--- src/rtl/bcc_ram.sv ---
// Generic single-write, single-read synchronous RAM with registered read data.
// Stand-alone; no package needed.
`default_nettype none

module bcc_ram #(
  parameter int WIDTH = 8,
  parameter int DEPTH = 32
) (
  input  wire logic                     clk_i,
  input  wire logic                     we_i,
  input  wire logic [$clog2(DEPTH)-1:0] waddr_i,
  input  wire logic [WIDTH-1:0]         wdata_i,
  input  wire logic                     re_i,
  input  wire logic [$clog2(DEPTH)-1:0] raddr_i,
  output logic      [WIDTH-1:0]         rdata_o
);

  logic [WIDTH-1:0] mem_q [DEPTH];

  always_ff @(posedge clk_i) begin
    if (we_i) begin
      mem_q[waddr_i] <= wdata_i;
    end
  end

  always_ff @(posedge clk_i) begin
    if (re_i) begin
      rdata_o <= mem_q[raddr_i];
    end
  end

endmodule

`default_nettype wire

--- config.mk ---
export PLATFORM = sky130hd
export DESIGN_NAME = bcc_ram
export DESIGN_NICKNAME = d
export VERILOG_FILES = /design/src/rtl/bcc_ram.sv
export SDC_FILE = /design/constraint.sdc
export NUM_CORES = 1
export LEC_CHECK = 0
export BUFFER_PORTS_ARGS = -buffer_cell sky130_fd_sc_hd__buf_2
export CAP_MARGIN = 40
export CORE_MARGIN = 3
export CORE_UTILIZATION = 40
export DETAILED_ROUTE_END_ITERATION = 8
export HOLD_SLACK_MARGIN = 0.12
export PLACE_DENSITY = 0.55
export SLEW_MARGIN = 20
export SYNTH_ARGS = -nofsm -noshare
export SYNTH_HDL_FRONTEND = slang
export SYNTH_SLANG_ARGS = --single-unit
export TNS_END_PERCENT = 10
--- constraint.sdc ---
create_clock -name clk_i -period 2.1 [get_ports clk_i]
set_clock_uncertainty 0.1 [all_clocks]
set_input_delay 0.105 -clock clk_i [delete_from_list [all_inputs] [get_ports clk_i]]
set_output_delay 0.105 -clock clk_i [all_outputs]
set_load 0.02 [all_outputs]
# Word-level counts from Yosys, hierarchy flattened
# Memories as Yosys holds them, arrays and structs flattened. A register that Yosys moved wholly into a read port is not among the register bits.
# Cells that the tools add are included.
# word_totals
reg_bits,0
output_inout_bits,8
ramBits,256
memories,1
# mem_list
name,words,word_bits,rd,rd_clocked_by_memory_dff,write_ports,line_no,rtl
mem_q,32,8,1,1,1,18,logic [WIDTH-1:0] mem_q [DEPTH];
# op_classes
n_mux,2
# ops
cell,count
$mux 1,2

# Depth between registers and ports, before layout
# depth
depth_word,2
depth_mapped,5

# Least setup slack after synthesis
# OpenSTA, ideal clock, no wires.
# synth_timing
path_type,in2reg
from,in raddr_i[2]
to,reg rdata_o[0] (read register of mem_q) (data pin)
path_buffers,2
slack_ns,-0.047
arrival_ns,1.787
cell_stages,5
cell_sequence,clkbuf_1 > clkbuf_1 > mux4_2 > mux4_2 > mux2_2
# synth_lines
element,line_no,rtl
from (decl),14,"input wire logic [$clog2(DEPTH)-1:0] raddr_i,"
to (decl),15,output logic [WIDTH-1:0] rdata_o

==> reports/metrics.csv <==
metric,value,unit
status,"complete, no violations",
vias_per_cell,5.438,
syn_avg_cell_area,24.30,µm²
syn_area,10130,µm²
cp_data_required_time,2.26,ns
seqPwrFrac,0.549,
clock_path_buffers,3,
grt_antenna_before_repair,0,
cp-end-kind,flip-flop,
crit_arrival,2.24,ns
worstSkewPairLatency,0.52,ns
drtAntennaViolNets,0,
critPathMaxFanout,1,
gp_congestion,0.7626,
grt_pass1_vias,4753,
dr.pass1.iters,4,
grt_pass1_wl,32320,µm
start_util,0.4118,
vias,4633,
synthCells,417,
first_iter_violations,505,
synthFlopType,edfxtp_1,
dpl_worst_slack,-0.1616,ns
ys_async_sr_fraction,0,
coreArea,24600,µm²
ir_worst_vdd,420.4,µV
area_delta_synth_final,17.24,%
p_total,10770,µW
clk_pin_slew_worst_paths,0.06,ns
rows,57,
clock.fmax,0.4800,GHz
io_pins,29,
clkPwrFrac,0.394,
die_area,27280,µm²
yosysTopAreaCell,edfxtp_1,
internal-power,8620,µW
drv_cap,0,
power.density,906.3,nW/µm²
worst_slack,0.01677,ns
final_layout_size_suffix_gt1_frac,0.3655,
synth-seq-cells,264,
cts.sinks,264,
fin_crit,2.083,ns
dp.cells,793,
ctsResizeCount,0,
rsz0062_at_grt,false,
start_kind,flip-flop,
antenna_cells,0,
cts_tree,built,
report.final.slew_viol_count,0,
drc,0,
combPwrFrac,0.057,
design_area,11880,µm²
seq_area_frac_synth,0.7823,
syn-num-nets,438,
postCtsSetupBuffers,0,
p_leak,0.003775,µW
fp.dieH,165.2,µm
critical_path_class,reg2reg,
globalRouteOverflowTotal,0,
numCtsBuffers,26,
cts_max_level,1,
routed_wl,21660,µm
grtUsageTotal,0.1652,
cts_root_buf,clkbuf_16,
p_switching,2147,µW
cts_hold_buf,12,
place_area,10980,µm²
synthTopCellsByCount,"edfxtp_1 (264), mux4_2 (80), nor2_1 (33), mux2_2 (8)",
fin_cells,852,
yosys_warnings,0,
holdCritPathClass,in2reg,
final_net_count,530,
yosys.cell_count.top_type,edfxtp_1,
grt_max_degree,35,
setup_viol,0,
yosysTopAreaCellShare,0.7823,
detail_route.wl_per_cell,25.42,µm
fin_crit_sh,0.9920,
switching_share,0.1994,
slew-limit-headroom,0.5727,
dp_hpwl,14040,µm
worst_slew_pin_slew,0.6410,ns
port_buffers,28,
nFillCells,1962,
synth_edf_count,264,
synth_area_leaders,"edfxtp_1 (78%), mux4_2 (18%), nor2_1 (1.2%), mux2_2 (0.89%), buf_4 (0.44%)",
hold_violations,0,
synth_cell_types,14,
fp.dieW,165.2,µm
[logic make-up (layout without fill, tap and decap cells)]
family        after synthesis  after routing  synth area share
buf+inv                    20            131           0.01049
simple gates               45             45           0.02050
mux                        88             88            0.1867
flops                     264            264            0.7823
[worst max-delay path, stage by stage (launching register included)]
cell,delay (ns)
edfxtp_1,0.37
mux4_2,0.50
mux4_2,0.56
mux2_2,0.30
[path summary, 6_finish.rpt]
check,startpoint,endpoint,slack (ns),cells past startpoint
worst max-delay path,mem_q[26][0],rdata_o[0],0.02,3
worst min-delay path,waddr_i[4],mem_q[29][7],0.18,4
worst max register to register,mem_q[26][0],rdata_o[0],0.02,3
worst min register to register,mem_q[22][4],rdata_o[4],0.88,3
[power groups by stage]
stage / Clock, µW / Combinational [µW] / Sequential (µW)
global placement: 0 / 599 / 6020
CTS: 4350 / 626 / 5910
finish: 4250 / 611 / 5910
floorplan: 0 / 314 / 6030
global route: 4560 / 655 / 5910
detailed placement: 0 / 608 / 6020
[sequential cells by signal (all words and copies together), names as in the netlist]
register,count
mem_q,256
rdata_o,8
[cells in the final DEF, fill, tap and decap left out]
cell and n:
clkbuf_16 27, buf_2 27, buf_12 6, clkinv_2 2, or3b_2 3, nand2_1 1, mux4_2 80, clkinv_1 8
nand3b_1 5, nor2_1 33, nand3_1 2, or3_1 1, dlygate4sd3_1 12, mux2_2 8, bufinv_16 1, clkbuf_1 9
edfxtp_1 264, buf_4 39
[layer usage]
layer / GRT usage / routed length [µm]
met1: 0.2553 / 9922
met2: 0.2434 / 9995
met3: 0.03367 / 1335
met4: 0.04041 / 408
met5: 0 / 0
[layout make-up]
cell class                      count  area, µm²  area share
Clock buffer                       36      709.4     0.05972
Sequential cell                   264       7928      0.6673
Multi-Input combinational cell    133       2100      0.1767
Tap cell                          324      405.4     0.03412
Clock inverter                     11      70.07    0.005898
Timing Repair Buffer               84      668.1     0.05624
[metrics by stage]
step,setup TNS [ns],hold slack (ns),utilization
2_1_floorplan,0,0.1039,-
3_3_place_gp,-0.9038,0.4044,0.4463
3_5_place_dp,-0.9668,0.3953,0.4463
4_1_cts,0,0.1537,0.4828
5_1_grt,0,0.1986,0.4828
6_report,0,0.1766,0.4828
(Power assumes the default switching activity.)
